## config.mk

```make
export PLATFORM = sky130hd
export DESIGN_NAME = status_led_color_breather_flat
export DESIGN_NICKNAME = d
export VERILOG_FILES = /design/src/slcb_pkg.sv /design/src/slcb_evt_if.sv /design/src/slcb_res_if.sv /design/src/status_led_color_breather.sv /design/src/slcb_regs.sv /design/src/slcb_dp.sv /design/src/slcb_ctrl.sv /design/src/flat_wrapper.sv
export SDC_FILE = /design/constraint.sdc
export NUM_CORES = 2
export LEC_CHECK = 0
export ABC_CLOCK_PERIOD_IN_PS = 8690
export BUFFER_PORTS_ARGS = -buffer_cell sky130_fd_sc_hd__buf_2
export CAP_MARGIN = 20
export CELL_PAD_IN_SITES_DETAIL_PLACEMENT = 0
export CELL_PAD_IN_SITES_GLOBAL_PLACEMENT = 1
export CORE_MARGIN = 2
export CORE_UTILIZATION = 46
export CTS_CLUSTER_SIZE = 40
export DETAILED_ROUTE_END_ITERATION = 8
export HOLD_SLACK_MARGIN = 0.1
export PLACE_DENSITY_LB_ADDON = 0.3
export SYNTH_ARGS = -nofsm -noshare
export SYNTH_HDL_FRONTEND = slang
export SYNTH_SLANG_ARGS = --single-unit
```

## constraint.sdc

```tcl
create_clock -name clk_i -period 8.69 [get_ports clk_i]
set_input_delay 0.869 -clock clk_i [delete_from_list [all_inputs] [get_ports clk_i]]
set_output_delay 0.869 -clock clk_i [all_outputs]
set_load 0.01 [all_outputs]
```

## src/slcb_pkg.sv

```systemverilog
`timescale 1ns / 1ps
// ----------------------------------------------------------------------------
// slcb_pkg
// Types, codes and constants shared by the status LED color breather.
// ----------------------------------------------------------------------------
package slcb_pkg;

  // event codes
  localparam logic [2:0] FUNC_STATUS = 3'd0;
  localparam logic [2:0] FUNC_BATT   = 3'd1;
  localparam logic [2:0] FUNC_RECOV  = 3'd2;
  localparam logic [2:0] FUNC_TICK   = 3'd3;
  localparam logic [2:0] FUNC_OFF    = 3'd4;

  // link modes
  localparam logic [1:0] MODE_OFF      = 2'd0;
  localparam logic [1:0] MODE_WIRELESS = 2'd1;
  localparam logic [1:0] MODE_WIRED    = 2'd2;

  // register indexes
  localparam logic [2:0] REG_HOST_EN    = 3'd0;
  localparam logic [2:0] REG_HOST_RED   = 3'd1;
  localparam logic [2:0] REG_HOST_GREEN = 3'd2;
  localparam logic [2:0] REG_HOST_BLUE  = 3'd3;
  localparam logic [2:0] REG_HOST_BRT   = 3'd4;
  localparam logic [2:0] REG_IDLE_BRT   = 3'd5;

  // scaling stages, applied in this order
  localparam logic [1:0] SCL_BATT   = 2'd0;
  localparam logic [1:0] SCL_HOST   = 2'd1;
  localparam logic [1:0] SCL_BREATH = 2'd2;
  localparam int unsigned NumScales = 3;

  localparam int unsigned NowW   = 40;
  localparam int unsigned DlW    = 41;
  localparam int unsigned DigitW = 4;
  localparam int unsigned NumDigits = NowW / DigitW;

  localparam logic [11:0] BreathPeriod = 12'd2400;
  localparam logic [11:0] BreathHalf   = 12'd1200;
  localparam logic [6:0]  BreathMin    = 7'd22;
  localparam logic [6:0]  LowBattScale = 7'd55;
  localparam logic [6:0]  PctFull      = 7'd100;
  localparam logic [11:0] RecoveryWindow = 12'd2500;
  localparam logic [11:0] ActiveRefresh  = 12'd1000;
  localparam logic [11:0] FastRefresh    = 12'd100;

  localparam logic [7:0] ColWlLinkB  = 8'd32;
  localparam logic [7:0] ColWlLinkG  = 8'd12;
  localparam logic [7:0] ColDim      = 8'd24;
  localparam logic [7:0] ColNumLockG = 8'd10;

  localparam logic [7:0] HostGreenReset = 8'd24;
  localparam logic [6:0] IdleBrtReset   = 7'd40;

  // ceil(2^22/100) and ceil(2^20/150): exact floors over the value ranges used
  localparam logic [15:0] PctRecip    = 16'd41944;
  localparam logic [12:0] BreathRecip = 13'd6991;

  typedef struct packed {
    logic [2:0]      func;
    logic [1:0]      mode;
    logic            link_up;
    logic            num_lock;
    logic            is_idle;
    logic            battery_low;
    logic [NowW-1:0] now_ms;
  } evt_t;

  typedef struct packed {
    logic       written;
    logic       power_on;
    logic [7:0] red;
    logic [7:0] green;
    logic [7:0] blue;
  } res_t;

  typedef struct packed {
    logic       host_enable;
    logic [7:0] host_red;
    logic [7:0] host_green;
    logic [7:0] host_blue;
    logic [6:0] host_brightness;
    logic [6:0] idle_cap;
  } cfg_t;

  typedef struct packed {
    logic       load;
    logic       save_status;
    logic       set_batt;
    logic       set_rec;
    logic       go_off;
    logic       init;
    logic       mod_step;
    logic       br_d;
    logic       br_s;
    logic       mul;
    logic       div;
    logic [1:0] scale_sel;
    logic       finish;
    logic       push;
  } cmd_t;

  typedef struct packed {
    logic [2:0] func;
    logic       ignore;
    logic       mode_zero;
    logic       batt_changed;
    logic       valid;
    logic       saved_mode_zero;
    logic       tick_due;
  } sts_t;

  // floor(p/100) for p up to 25500
  function automatic logic [7:0] pct_div(input logic [14:0] p);
    logic [30:0] prod;
    prod = {16'd0, p} * {15'd0, PctRecip};
    return prod[29:22];
  endfunction

  // floor(x/150) for x up to 8400
  function automatic logic [5:0] breath_div(input logic [13:0] x);
    logic [26:0] prod;
    prod = {13'd0, x} * {14'd0, BreathRecip};
    return prod[25:20];
  endfunction

endpackage

```

## src/slcb_evt_if.sv

```systemverilog
`timescale 1ns / 1ps
// ----------------------------------------------------------------------------
// slcb_evt_if
// Event channel: valid/ready handshake carrying one event beat.
// ----------------------------------------------------------------------------
interface slcb_evt_if import slcb_pkg::*; ();
  logic valid;
  logic ready;
  evt_t payload;

  modport source (output valid, output payload, input ready);
  modport sink   (input valid, input payload, output ready);
endinterface

```

## src/slcb_res_if.sv

```systemverilog
`timescale 1ns / 1ps
// ----------------------------------------------------------------------------
// slcb_res_if
// Result channel: valid/ready handshake carrying one strip update beat.
// ----------------------------------------------------------------------------
interface slcb_res_if import slcb_pkg::*; ();
  logic valid;
  logic ready;
  res_t payload;

  modport source (output valid, output payload, input ready);
  modport sink   (input valid, input payload, output ready);
endinterface

```

## src/status_led_color_breather.sv

```systemverilog
`timescale 1ns / 1ps
// ----------------------------------------------------------------------------
// status_led_color_breather
// Event-driven status LED color engine with low-battery, brightness and
// idle breath scaling.
// ----------------------------------------------------------------------------
// Each event beat yields exactly one result beat. Events that only update
// state, are ignored or switch the strip off go from the decide state
// straight to the result; a render forms the breath phase (now mod 2400)
// one hex digit per cycle, then the breath scale (triangle distance, then
// percentage) and a multiply and a reciprocal divide for each of the three
// color scalings. One event is in flight at a time; a new event
// is taken as soon as the previous result sits in the output register,
// even if the sink has not taken it yet. Configuration writes take effect
// on the next rendered event and do not themselves produce a result.
module status_led_color_breather import slcb_pkg::*; (
  input  logic        clk_i,
  input  logic        rst_ni,
  input  logic        psel,
  input  logic        penable,
  input  logic        pwrite,
  input  logic [4:0]  paddr,
  input  logic [31:0] pwdata,
  output logic [31:0] prdata,
  output logic        pready,
  slcb_evt_if.sink    evt_i,
  slcb_res_if.source  res_o
);

  cfg_t cfg;
  cmd_t cmd;
  sts_t sts;

  slcb_regs u_regs (
    .clk_i   (clk_i),
    .rst_ni  (rst_ni),
    .psel    (psel),
    .penable (penable),
    .pwrite  (pwrite),
    .paddr   (paddr),
    .pwdata  (pwdata),
    .prdata  (prdata),
    .pready  (pready),
    .cfg_o   (cfg)
  );

  slcb_ctrl u_ctrl (
    .clk_i       (clk_i),
    .rst_ni      (rst_ni),
    .evt_valid_i (evt_i.valid),
    .evt_ready_o (evt_i.ready),
    .res_valid_o (res_o.valid),
    .res_ready_i (res_o.ready),
    .sts_i       (sts),
    .cmd_o       (cmd)
  );

  slcb_dp u_dp (
    .clk_i         (clk_i),
    .rst_ni        (rst_ni),
    .cmd_i         (cmd),
    .cfg_i         (cfg),
    .evt_payload_i (evt_i.payload),
    .sts_o         (sts),
    .res_payload_o (res_o.payload)
  );

endmodule

```

## src/slcb_regs.sv

```systemverilog
`timescale 1ns / 1ps
// ----------------------------------------------------------------------------
// slcb_regs
// APB register file for the host color and brightness settings.
// ----------------------------------------------------------------------------
module slcb_regs import slcb_pkg::*; (
  input  logic        clk_i,
  input  logic        rst_ni,
  input  logic        psel,
  input  logic        penable,
  input  logic        pwrite,
  input  logic [4:0]  paddr,
  input  logic [31:0] pwdata,
  output logic [31:0] prdata,
  output logic        pready,
  output cfg_t        cfg_o
);

  cfg_t       cfg_q, cfg_d;
  logic       wr_en;
  logic [2:0] idx;
  logic [6:0] pct_in;

  assign pready = 1'b1;
  assign wr_en  = psel & penable & pwrite;
  assign idx    = paddr[4:2];
  // brightness writes saturate at full scale
  assign pct_in = (pwdata[6:0] > PctFull) ? PctFull : pwdata[6:0];

  always_comb begin
    cfg_d = cfg_q;
    if (wr_en) begin
      case (idx)
        REG_HOST_EN:    cfg_d.host_enable     = pwdata[0];
        REG_HOST_RED:   cfg_d.host_red        = pwdata[7:0];
        REG_HOST_GREEN: cfg_d.host_green      = pwdata[7:0];
        REG_HOST_BLUE:  cfg_d.host_blue       = pwdata[7:0];
        REG_HOST_BRT:   cfg_d.host_brightness = pct_in;
        REG_IDLE_BRT:   cfg_d.idle_cap        = pct_in;
        default: ;
      endcase
    end
  end

  always_ff @(posedge clk_i or negedge rst_ni) begin
    if (!rst_ni) begin
      cfg_q.host_enable     <= 1'b0;
      cfg_q.host_red        <= 8'd0;
      cfg_q.host_green      <= HostGreenReset;
      cfg_q.host_blue       <= 8'd0;
      cfg_q.host_brightness <= PctFull;
      cfg_q.idle_cap        <= IdleBrtReset;
    end else begin
      cfg_q <= cfg_d;
    end
  end

  always_comb begin
    prdata = 32'd0;
    case (idx)
      REG_HOST_EN:    prdata = {31'd0, cfg_q.host_enable};
      REG_HOST_RED:   prdata = {24'd0, cfg_q.host_red};
      REG_HOST_GREEN: prdata = {24'd0, cfg_q.host_green};
      REG_HOST_BLUE:  prdata = {24'd0, cfg_q.host_blue};
      REG_HOST_BRT:   prdata = {25'd0, cfg_q.host_brightness};
      REG_IDLE_BRT:   prdata = {25'd0, cfg_q.idle_cap};
      default:        prdata = 32'd0;
    endcase
  end

  assign cfg_o = cfg_q;

endmodule

```

## src/slcb_dp.sv

```systemverilog
`timescale 1ns / 1ps
// ----------------------------------------------------------------------------
// slcb_dp
// Datapath: saved status, deadlines, breath phase, color scaling lanes and
// the result register.
// ----------------------------------------------------------------------------
module slcb_dp import slcb_pkg::*; (
  input  logic clk_i,
  input  logic rst_ni,
  input  cmd_t cmd_i,
  input  cfg_t cfg_i,
  input  evt_t evt_payload_i,
  output sts_t sts_o,
  output res_t res_payload_o
);

  // saved status and deadlines
  logic [1:0]     saved_mode_q, saved_mode_d;
  logic           saved_link_q, saved_link_d;
  logic           saved_num_q, saved_num_d;
  logic           saved_idle_q, saved_idle_d;
  logic           low_batt_q, low_batt_d;
  logic           valid_q, valid_d;
  logic           power_q, power_d;
  logic [DlW-1:0] refresh_q, refresh_d;
  logic [DlW-1:0] recovery_q, recovery_d;

  // working registers
  evt_t            item_q;
  logic [DlW-1:0]  now_ext;
  logic            written_q;
  logic [2:0][7:0] col_q;
  logic [2:0][14:0] prod_q;
  logic [11:0]     rem_q;
  logic [NowW-1:0] mod_sh_q;
  logic [10:0]     ramp_q;
  logic [6:0]      breath_q;
  res_t            res_q;

  logic [2:0][7:0] base_col;
  logic [15:0]     mod_x;
  logic [11:0]     rem_next;
  logic [10:0]     ramp_next;
  logic [13:0]     breath_x;
  logic [6:0]      brt_eff;
  logic [6:0]      scale;
  logic            fast_refresh;

  assign now_ext = {1'b0, item_q.now_ms};

  always_ff @(posedge clk_i) begin
    if (cmd_i.load) begin
      item_q <= evt_payload_i;
    end
  end

  // event qualifiers for the controller
  always_comb begin
    sts_o.func   = item_q.func;
    sts_o.ignore = valid_q && (item_q.mode == saved_mode_q) &&
                   (item_q.link_up == saved_link_q) &&
                   (item_q.num_lock == saved_num_q) &&
                   (item_q.is_idle == saved_idle_q) && !item_q.is_idle;
    sts_o.mode_zero       = (item_q.mode == MODE_OFF);
    sts_o.batt_changed    = (low_batt_q != item_q.battery_low);
    sts_o.valid           = valid_q;
    sts_o.saved_mode_zero = (saved_mode_q == MODE_OFF);
    sts_o.tick_due        = (now_ext >= refresh_q);
  end

  assign fast_refresh = saved_idle_q || (now_ext < recovery_q);

  always_comb begin
    saved_mode_d = saved_mode_q;
    saved_link_d = saved_link_q;
    saved_num_d  = saved_num_q;
    saved_idle_d = saved_idle_q;
    low_batt_d   = low_batt_q;
    valid_d      = valid_q;
    power_d      = power_q;
    refresh_d    = refresh_q;
    recovery_d   = recovery_q;
    if (cmd_i.save_status) begin
      saved_mode_d = item_q.mode;
      saved_link_d = item_q.link_up;
      saved_num_d  = item_q.num_lock;
      saved_idle_d = item_q.is_idle;
      valid_d      = 1'b1;
    end
    if (cmd_i.set_batt) begin
      low_batt_d = item_q.battery_low;
    end
    if (cmd_i.set_rec) begin
      recovery_d = now_ext + DlW'(RecoveryWindow);
    end
    if (cmd_i.finish) begin
      power_d   = 1'b1;
      refresh_d = now_ext + (fast_refresh ? DlW'(FastRefresh) : DlW'(ActiveRefresh));
    end
    // off wins over a status save in the same cycle
    if (cmd_i.go_off) begin
      valid_d      = 1'b0;
      saved_idle_d = 1'b0;
      refresh_d    = '0;
      recovery_d   = '0;
      power_d      = 1'b0;
    end
  end

  always_ff @(posedge clk_i or negedge rst_ni) begin
    if (!rst_ni) begin
      saved_mode_q <= MODE_OFF;
      saved_link_q <= 1'b0;
      saved_num_q  <= 1'b0;
      saved_idle_q <= 1'b0;
      low_batt_q   <= 1'b0;
      valid_q      <= 1'b0;
      power_q      <= 1'b0;
      refresh_q    <= '0;
      recovery_q   <= '0;
    end else begin
      saved_mode_q <= saved_mode_d;
      saved_link_q <= saved_link_d;
      saved_num_q  <= saved_num_d;
      saved_idle_q <= saved_idle_d;
      low_batt_q   <= low_batt_d;
      valid_q      <= valid_d;
      power_q      <= power_d;
      refresh_q    <= refresh_d;
      recovery_q   <= recovery_d;
    end
  end

  // status color, lane 2 red, lane 1 green, lane 0 blue
  always_comb begin
    base_col = '0;
    case (saved_mode_q)
      MODE_WIRELESS: begin
        base_col[0] = saved_link_q ? ColWlLinkB : ColDim;
        base_col[1] = saved_link_q ? ColWlLinkG : 8'd0;
      end
      MODE_WIRED: begin
        if (saved_link_q) begin
          base_col[1] = ColDim;
        end else begin
          base_col[2] = ColDim;
        end
      end
      default: ;
    endcase
    if (!saved_num_q) begin
      base_col[2] = ColDim;
      base_col[1] = ColNumLockG;
      base_col[0] = 8'd0;
    end
    if (cfg_i.host_enable) begin
      base_col[2] = cfg_i.host_red;
      base_col[1] = cfg_i.host_green;
      base_col[0] = cfg_i.host_blue;
    end
  end

  // one base-16 digit of now mod 2400 per step, most significant first
  always_comb begin
    mod_x    = {rem_q, 4'b0000} + {12'd0, mod_sh_q[NowW-1 -: DigitW]};
    rem_next = mod_x[11:0];
    for (int m = 1; m < 16; m++) begin
      if (mod_x >= 16'(m * 2400)) begin
        rem_next = 12'(mod_x - 16'(m * 2400));
      end
    end
  end

  // triangle distance from the start of the period
  assign ramp_next = (rem_q < BreathHalf) ? rem_q[10:0] : 11'(BreathPeriod - rem_q);
  assign breath_x  = {ramp_q, 3'b000} - {3'b000, ramp_q};

  assign brt_eff = (saved_idle_q && (cfg_i.idle_cap < cfg_i.host_brightness)) ?
                   cfg_i.idle_cap : cfg_i.host_brightness;

  always_comb begin
    case (cmd_i.scale_sel)
      SCL_BATT:   scale = low_batt_q ? LowBattScale : PctFull;
      SCL_HOST:   scale = cfg_i.host_enable ? brt_eff : PctFull;
      SCL_BREATH: scale = saved_idle_q ? breath_q : PctFull;
      default:    scale = PctFull;
    endcase
  end

  always_ff @(posedge clk_i) begin
    if (cmd_i.load) begin
      written_q <= 1'b0;
      col_q     <= '0;
    end
    if (cmd_i.go_off) begin
      written_q <= 1'b1;
      col_q     <= '0;
    end
    if (cmd_i.init) begin
      col_q    <= base_col;
      rem_q    <= '0;
      mod_sh_q <= item_q.now_ms;
    end
    if (cmd_i.mod_step) begin
      rem_q    <= rem_next;
      mod_sh_q <= {mod_sh_q[NowW-DigitW-1:0], {DigitW{1'b0}}};
    end
    if (cmd_i.br_d) begin
      ramp_q <= ramp_next;
    end
    if (cmd_i.br_s) begin
      breath_q <= BreathMin + {1'b0, breath_div(breath_x)};
    end
    for (int c = 0; c < 3; c++) begin
      if (cmd_i.mul) begin
        prod_q[c] <= {7'd0, col_q[c]} * {8'd0, scale};
      end
      if (cmd_i.div) begin
        col_q[c] <= pct_div(prod_q[c]);
      end
    end
    if (cmd_i.finish) begin
      written_q <= 1'b1;
    end
    if (cmd_i.push) begin
      res_q.written  <= written_q;
      res_q.power_on <= power_q;
      res_q.red      <= col_q[2];
      res_q.green    <= col_q[1];
      res_q.blue     <= col_q[0];
    end
  end

  assign res_payload_o = res_q;

endmodule

```

## src/slcb_ctrl.sv

```systemverilog
`timescale 1ns / 1ps
// ----------------------------------------------------------------------------
// slcb_ctrl
// Controller: decodes each event and sequences the render steps and the
// result handshake.
// ----------------------------------------------------------------------------
module slcb_ctrl import slcb_pkg::*; (
  input  logic clk_i,
  input  logic rst_ni,
  input  logic evt_valid_i,
  output logic evt_ready_o,
  output logic res_valid_o,
  input  logic res_ready_i,
  input  sts_t sts_i,
  output cmd_t cmd_o
);

  localparam logic [3:0] S_IDLE   = 4'd0;
  localparam logic [3:0] S_DECIDE = 4'd1;
  localparam logic [3:0] S_INIT   = 4'd2;
  localparam logic [3:0] S_MOD    = 4'd3;
  localparam logic [3:0] S_BRD    = 4'd4;
  localparam logic [3:0] S_BRS    = 4'd5;
  localparam logic [3:0] S_MUL    = 4'd6;
  localparam logic [3:0] S_DIV    = 4'd7;
  localparam logic [3:0] S_END    = 4'd8;
  localparam logic [3:0] S_DONE   = 4'd9;

  logic [3:0] state_q, state_d;
  logic [3:0] cnt_q, cnt_d;
  logic       out_valid_q, out_valid_d;
  logic       render_req;
  logic       do_off;
  logic       do_render;

  assign evt_ready_o = (state_q == S_IDLE);
  assign res_valid_o = out_valid_q;

  always_comb begin
    state_d     = state_q;
    cnt_d       = cnt_q;
    out_valid_d = out_valid_q && !res_ready_i;
    cmd_o       = '0;
    render_req  = 1'b0;
    do_off      = 1'b0;
    do_render   = 1'b0;
    case (state_q)
      S_IDLE: begin
        if (evt_valid_i) begin
          cmd_o.load = 1'b1;
          state_d    = S_DECIDE;
        end
      end
      S_DECIDE: begin
        case (sts_i.func)
          FUNC_STATUS: begin
            if (!sts_i.ignore) begin
              cmd_o.save_status = 1'b1;
              do_off    = sts_i.mode_zero;
              do_render = !sts_i.mode_zero;
            end
          end
          FUNC_BATT: begin
            if (sts_i.batt_changed) begin
              cmd_o.set_batt = 1'b1;
              render_req     = 1'b1;
            end
          end
          FUNC_RECOV: begin
            cmd_o.set_rec = 1'b1;
            render_req    = 1'b1;
          end
          FUNC_TICK: render_req = sts_i.valid && sts_i.tick_due;
          FUNC_OFF:  do_off = 1'b1;
          default: ;
        endcase
        // a render with no valid status does nothing, a saved off mode turns off
        if (render_req && sts_i.valid) begin
          do_off    = sts_i.saved_mode_zero;
          do_render = !sts_i.saved_mode_zero;
        end
        cmd_o.go_off = do_off;
        state_d      = do_render ? S_INIT : S_DONE;
      end
      S_INIT: begin
        cmd_o.init = 1'b1;
        cnt_d      = '0;
        state_d    = S_MOD;
      end
      S_MOD: begin
        cmd_o.mod_step = 1'b1;
        if (cnt_q == 4'(NumDigits - 1)) begin
          cnt_d   = '0;
          state_d = S_BRD;
        end else begin
          cnt_d = cnt_q + 4'd1;
        end
      end
      S_BRD: begin
        cmd_o.br_d = 1'b1;
        state_d    = S_BRS;
      end
      S_BRS: begin
        cmd_o.br_s = 1'b1;
        state_d    = S_MUL;
      end
      S_MUL: begin
        cmd_o.mul       = 1'b1;
        cmd_o.scale_sel = cnt_q[1:0];
        state_d         = S_DIV;
      end
      S_DIV: begin
        cmd_o.div = 1'b1;
        if (cnt_q == 4'(NumScales - 1)) begin
          cnt_d   = '0;
          state_d = S_END;
        end else begin
          cnt_d   = cnt_q + 4'd1;
          state_d = S_MUL;
        end
      end
      S_END: begin
        cmd_o.finish = 1'b1;
        state_d      = S_DONE;
      end
      S_DONE: begin
        // wait for the result register to free up
        if (!out_valid_q || res_ready_i) begin
          cmd_o.push  = 1'b1;
          out_valid_d = 1'b1;
          state_d     = S_IDLE;
        end
      end
      default: state_d = S_IDLE;
    endcase
  end

  always_ff @(posedge clk_i or negedge rst_ni) begin
    if (!rst_ni) begin
      state_q     <= S_IDLE;
      cnt_q       <= '0;
      out_valid_q <= 1'b0;
    end else begin
      state_q     <= state_d;
      cnt_q       <= cnt_d;
      out_valid_q <= out_valid_d;
    end
  end

endmodule

```

## src/flat_wrapper.sv

```systemverilog
// flat-port wrapper written by rule: the top's interface ports become plain ports
module status_led_color_breather_flat import slcb_pkg::*;
  (clk_i, rst_ni, psel, penable, pwrite, paddr, pwdata, prdata, pready, evt_i_valid, evt_i_payload, evt_i_ready, res_o_valid, res_o_payload, res_o_ready);
  slcb_evt_if evt_i_i ();
  slcb_res_if res_o_i ();
  input  logic clk_i;
  input  logic rst_ni;
  input  logic psel;
  input  logic penable;
  input  logic pwrite;
  input  logic [4:0] paddr;
  input  logic [31:0] pwdata;
  output logic [31:0] prdata;
  output logic pready;
  input wire logic [$bits(evt_i_i.valid)-1:0] evt_i_valid;
  input wire logic [$bits(evt_i_i.payload)-1:0] evt_i_payload;
  output wire logic [$bits(evt_i_i.ready)-1:0] evt_i_ready;
  output wire logic [$bits(res_o_i.valid)-1:0] res_o_valid;
  output wire logic [$bits(res_o_i.payload)-1:0] res_o_payload;
  input wire logic [$bits(res_o_i.ready)-1:0] res_o_ready;
  assign evt_i_i.valid = evt_i_valid;
  assign evt_i_i.payload = evt_i_payload;
  assign evt_i_ready = evt_i_i.ready;
  assign res_o_valid = res_o_i.valid;
  assign res_o_payload = res_o_i.payload;
  assign res_o_i.ready = res_o_ready;
  status_led_color_breather u_core (.clk_i(clk_i), .rst_ni(rst_ni), .psel(psel), .penable(penable), .pwrite(pwrite), .paddr(paddr), .pwdata(pwdata), .prdata(prdata), .pready(pready), .evt_i(evt_i_i), .res_o(res_o_i));
endmodule
```

Yosys cells after proc, flatten, opt, wreduce, memory -nomap -nowiden
Cells that the tools add are included.

word-level totals
  input bits = 93
  output and inout bits = 61
  register bits = 353
  word-level logic and storage cells = 252

cells by class
  $mul = 7
  magnitude comparators = 20
  reductions and logical operators = 36
  equality and inequality tests = 32
  bitwise logic cells = 2
  mux-type cells = 91
  add/subtract/negate cells = 22

operators by type and width
  kind                                                                                    number
  12-bit two-way mux                                                                      17
  41-bit two-way mux                                                                      4
  24-bit two-way mux                                                                      5
  16-bit by 15-bit greater-or-equal comparator with 1-bit output (second input constant)  7
  12-bit subtractor (second input constant)                                               8
  15-bit by 13-bit multiplier with 27-bit output (second input constant)                  3
  40-bit two-way mux                                                                      2
  16-bit by 14-bit greater-or-equal comparator with 1-bit output (second input constant)  3
  8-bit case mux with 6 select lines                                                      1
  8-bit by 7-bit multiplier with 15-bit output                                            3
  40-bit by 10-bit adder with 41-bit output                                               1
  40-bit by 12-bit adder with 41-bit output (second input constant)                       1
  40-bit by 41-bit greater-or-equal comparator with 1-bit output                          1
  40-bit by 41-bit less-than comparator with 1-bit output                                 1
  4-bit case mux with 10 select lines                                                     1
  4-bit two-way mux                                                                       9
  12-bit by 11-bit subtractor with 12-bit output (second input constant)                  3
  7-bit two-way mux                                                                       5
  16-bit by 13-bit greater-or-equal comparator with 1-bit output (second input constant)  2
  16-bit greater-or-equal comparator (second input constant)                              2
  8-bit two-way mux                                                                       4
  1-bit two-way mux                                                                       31
  14-bit by 13-bit multiplier with 26-bit output (second input constant)                  1
  12-bit by 10-bit subtractor with 12-bit output (second input constant)                  2
  other kinds (47)                                                                        93

Longest topological paths before layout
  depth after elaboration = 18
  depth in mapped cells = 31
  depth with buffers taken out = 31

Modules after synthesis
From an unflattened synthesis, not the netlist that was laid out.

unflattened totals
  cells, all modules = 4041
  area total of the unflattened synthesis = 39390.3 µm²

by module, submodules not included
  module     seq. area each (µm²)  times used  area each (µm²)  cells an instance
  slcb_dp    8658.3                1           36478.7          3775
  slcb_regs  984.7                 1           2099.5           166
  slcb_ctrl  225.2                 1           812.0            100

Least setup slack after synthesis
OpenSTA, ideal clock, no wires.

  path type = reg-to-reg
  start point = register u_core.u_ctrl.state_q[3]
  end point = register u_core.u_dp.prod_q[14] (netlist name), data pin
  path slack = 0.527 ns
  data required time = 8.430 ns
  library setup time = 0.260 ns
  arrival time = 7.903 ns
  clock period less this slack = 8.163 ns
  path buffers = 2
  cell stages (with the launch flop) = 25
  cells stage by stage = dfrtp_1 clkbuf_1 nand2b_1 nor2_1 nand3_1 o21ai_0 clkbuf_1 nand2_1 fa_1 fa_1 inv_1 fa_1 inv_1 fa_1 inv_1 ha_1 inv_1 o21bai_1 a21oi_1 nor2b_1 o21a_1 o21a_1 o21a_1 o41a_1 xnor2_1

between the ends
  word-level cells in the longest chain between the ends = 5
  elaborated cells between the ends (all ways) = 7
  those cells by class = mul: 1; eq/ne: 3; mux: 2; reduce/logical: 1

RTL lines
  what                                            line              RTL
  start, declared                                 slcb_ctrl.sv:29   logic [3:0] state_q, state_d;
  start signal, assigned                          slcb_ctrl.sv:144  state_q <= state_d;
  4-bit by 3-bit == test with 1-bit output *      slcb_ctrl.sv:47   case (state_q)
  2-bit two-way mux *                             slcb_ctrl.sv:47
  2-bit == test, or another cell as far along     slcb_dp.sv:182    case (cmd_i.scale_sel)
  7-bit case mux with 3 select lines *            slcb_dp.sv:182
  8-bit by 7-bit multiplier with 15-bit output *  slcb_dp.sv:216    prod_q[c] <= {7'd0, col_q[c]} * {8'd0, scale};
  end signal, assigned by index                   slcb_dp.sv:216
  end, declared                                   slcb_dp.sv:33     logic [2:0][14:0] prod_q;

Mark *: on every way between the ends. The rest lies on a longest branch, timed or not.
A chain may end at the register's enable or synchronous reset.

Worst setup path in the final report
  start point = register u_core.u_dp.ramp_q[2]
  end point = register u_core.u_dp.breath_q[4], data pin

between the ends
  word-level cells in the longest chain between the ends = 3

RTL lines
  what                                            line             RTL
  start, declared                                 slcb_dp.sv:36    logic [10:0] ramp_q;
  start signal, assigned                          slcb_dp.sv:209   ramp_q <= ramp_next;
  14-bit by 11-bit subtractor with 14-bit output  slcb_dp.sv:176   assign breath_x = {ramp_q, 3'b000} - {3'b000, ramp_q};
  14-bit by 13-bit multiplier with 26-bit output  slcb_pkg.sv:124  prod = {13'd0, x} * {14'd0, BreathRecip};
  5-bit by 6-bit adder with 7-bit output          slcb_dp.sv:212   breath_q <= BreathMin + {1'b0, breath_div(breath_x)};
  end signal, assigned                            slcb_dp.sv:212
  end, declared                                   slcb_dp.sv:37    logic [6:0] breath_q;

Every way passes these cells.

==> reports/qor.yml <==
status:
  status: "completed"
sta:
  fmax_ghz: 0.1242
  hold_violations: 0
  timing.final.crit_share_pct: 92.64
  setup_viol: 0
  maxSlewHeadroom_pct: 25.80
  fin_skew_ns: 0.04577
  tightest_slew_ns: 1.107
  hold_slack_ns: 0.3400
  rsz0062_at_grt: "false"
  period_needed_ns: 8.050
  final_max_slew_viol_count: 0
  tns_ns: 0
grt:
  grt_use_total_pct: 21.82
  overflow: 0
  grt_max_degree: 84
  antenna_found_initial: 10
  grt_pass1_wl_mm: 151.0
  grt_pass1_vias: 27800
clocking:
  cts_buffer_depth: 3
  cts_made_buffers: 43
  clk_latency_ns: 0.60
  cts.sinks: 353
  clk_pin_slew_ns: 0.06
  cts_setup_buffers: 0
  cts_tree: "yes"
  h-tree-depth: 2
  cts_root_buf: "clkbuf_16"
synth:
  synth_top_cell_by_area: "ha_1"
  synth_seq_cells: 353
  ys_types: 101
  syn-cell-area_um2: 38940
  netlist_top_cells_area: "ha_1 19%, fa_1 18%, edfxtp_1 16%"
  async_flop_share_pct: 39.09
  synth.avg_cell_area_um2: 9.931
  synth_enable_flop_cells: 210
  netlist_instances: 3921
  ys_warn_count: 0
  synth_top_flop_cell: "edfxtp_1"
  synth_top_area_share_pct: 19.05
  ys_seq_area_share_pct: 25.34
finish:
  drive_above_1_share_pct: 7.461
  nets: 5002
  postLayoutCellArea_um2: 41950
  areaGrowthSynthToFinish_pct: 7.734
  fillers: 7871
  mostFrequentLayoutCell: "inv_1"
  layout_common_cells: "730 x inv_1, 593 x ha_1, 357 x fa_1"
placed_design:
  dpl_cell_area_um2: 40320
  hpwl_mm: 70.36
  portBuffers: 102
  gp_congestion: 0.8864
floorplan:
  initial_utilization_pct: 46.53
  dieArea_um2: 87000
  core_um2: 83690
  die_y_um: 295.0
  ios: 154
  die_width_um: 295.0
  rows: 106
critical_path:
  r2r_start: "u_core.u_dp.ramp_q[2]$_DFFE_PP_"
  max_stage_delay_ns: 0.53
  cp_slowest_cell: "fa_1"
  critPathKind: "reg -> reg"
  critPathCaptureType: "register"
  crit_arrival_ns: 8.34
  worstSetupStartpointType: "register"
  r2r_slack_ns: 0.64
  r2r-end: "u_core.u_dp.breath_q[4]$_DFFE_PP_"
  rr_worst_depth: 29
  crit_path_max_fanout: 8
  critPathTopFamily: "adder cells"
  critical_path_buf_inv_count: 5
  required_ns: 8.98
route:
  wl_per_cell_um: 17.78
  drtIter0Drc: 1699
  drtAntennaViolNets: 0
  firstDrtPassIters: 6
  viasPerCell: 5.306
  wirelength_mm: 91.21
  vias: 27220
  remaining_drc_errors: 0
worst_hold_path:
  hold_path_class: "in -> async"
flow_run:
  drv_cap: 0
## worst max-delay path by stage
stage | cells after the start | end | startpoint
4_1_cts | 29 | u_core.u_dp.breath_q[4]$_DFFE_PP_ | u_core.u_dp.ramp_q[0]$_DFFE_PP_
6_report | 29 | u_core.u_dp.breath_q[4]$_DFFE_PP_ | u_core.u_dp.ramp_q[2]$_DFFE_PP_
5_1_grt | 29 | u_core.u_dp.breath_q[4]$_DFFE_PP_ | u_core.u_dp.ramp_q[2]$_DFFE_PP_
2_1_floorplan | 24 | u_core.u_dp.prod_q[14]$_DFFE_PN_ | u_core.u_ctrl.state_q[3]$_DFFE_PN0P_
3_5_place_dp | 29 | u_core.u_dp.breath_q[4]$_DFFE_PP_ | u_core.u_dp.ramp_q[0]$_DFFE_PP_
3_3_place_gp | 29 | u_core.u_dp.breath_q[4]$_DFFE_PP_ | u_core.u_dp.ramp_q[2]$_DFFE_PP_
## final cells by class
class	count	area (um^2)	share of cell area [%]
Tap cell	1134	1419	3.382
Clock buffer	50	1122	2.675
Inverter	735	2759	6.576
Timing Repair Buffer	133	782.0	1.864
Multi-Input combinational cell	2693	25550	60.91
Sequential cell	353	9868	23.52
Antenna cell	2	5.005	0.01193
Clock inverter	30	442.9	1.056
## cells in the mapped netlist, types with 10 or more instances
| cell type | count |
|---|---|
| inv_1 | 732 |
| ha_1 | 593 |
| fa_1 | 357 |
| nand2_1 | 246 |
| edfxtp_1 | 210 |
| nor2_1 | 180 |
| and2_1 | 141 |
| dfrtp_1 | 131 |
| xnor2_1 | 126 |
| a21oi_1 | 120 |
| o21ai_0 | 110 |
| clkbuf_1 | 100 |
| a21o_1 | 72 |
| xor2_1 | 72 |
| o22ai_1 | 51 |
| nand3_1 | 49 |
| mux2_2 | 45 |
| a211oi_1 | 44 |
| nor3_1 | 43 |
| a22o_1 | 40 |
| nand4_1 | 36 |
| nand2b_1 | 29 |
| buf_4 | 28 |
| nor2b_1 | 28 |
| a31oi_1 | 22 |
| o21a_1 | 18 |
| o31ai_1 | 17 |
| nor4_1 | 16 |
| and3_1 | 14 |
| o21bai_1 | 14 |
| buf_2 | 13 |
| o211ai_1 | 13 |
| mux2i_1 | 12 |
| o221ai_1 | 12 |
| clkbuf_8 | 11 |
| a22oi_1 | 10 |
## flip-flops by register name (all words and copies together) (netlist names), 24 cells and up
signal,flops
u_core.u_regs.cfg_o,39
u_core.u_dp.mod_sh_q,40
u_core.u_dp.refresh_q,41
u_core.u_dp.recovery_q,41
u_core.u_dp.col_q,24
u_core.u_dp.res_payload_o,26
u_core.u_dp.prod_q,45
u_core.u_dp.item_q,46
## worst register-to-register path: cells and delay by family (launching register included)
kind	cells	cell delay [ns]
DFF	1	0.51
AOI/OAI and AO/OA	10	2.37
and+or+nand+nor	4	1.01
adders and majority gates	6	2.62
buffers and inverters	5	0.45
xor gates and xnor gates	4	0.80
## timing repair
item,in CTS,in global routing
hold buffers,0,0
setup endpoints to repair,0,3
resized for setup,0,2
## cells by family after synthesis
logic type	count (synthesis)	synth area share, %
adders and majority gates	950	37.41
AOI/OAI and AO/OA	632	11.18
muxes	59	1.668
buffers and inverters	898	9.366
other	2	0.01929
and+or+nand+nor	827	10.48
xor gates and xnor gates	200	4.537
DFF	353	25.34
## stage by stage
stage | std cells | util, % | worst slack (ns)
after floorplan | 3944 | - | 0.5270
after global placement | 5046 | 48.18 | 0.5751
after detailed placement | 5046 | 48.18 | 0.4311
after CTS | 5126 | 50.05 | 0.3581
after global routing | 5129 | 50.13 | 0.02141
final | 5130 | 50.13 | 0.6395
## metal layers
metal | global-route usage, % | wire length [um] | vias up
li1 | - | - | 13150
met1 | 31.80 | 43470 | 13290
met2 | 34.03 | 40520 | 628
met3 | 3.315 | 4887 | 141
met4 | 5.388 | 2266 | 10
met5 | 0 | 69 | -
Power is left out: the tool's default activity adds up to more than one toggle a clock period on the data nets, which glitch-free logic cannot reach.
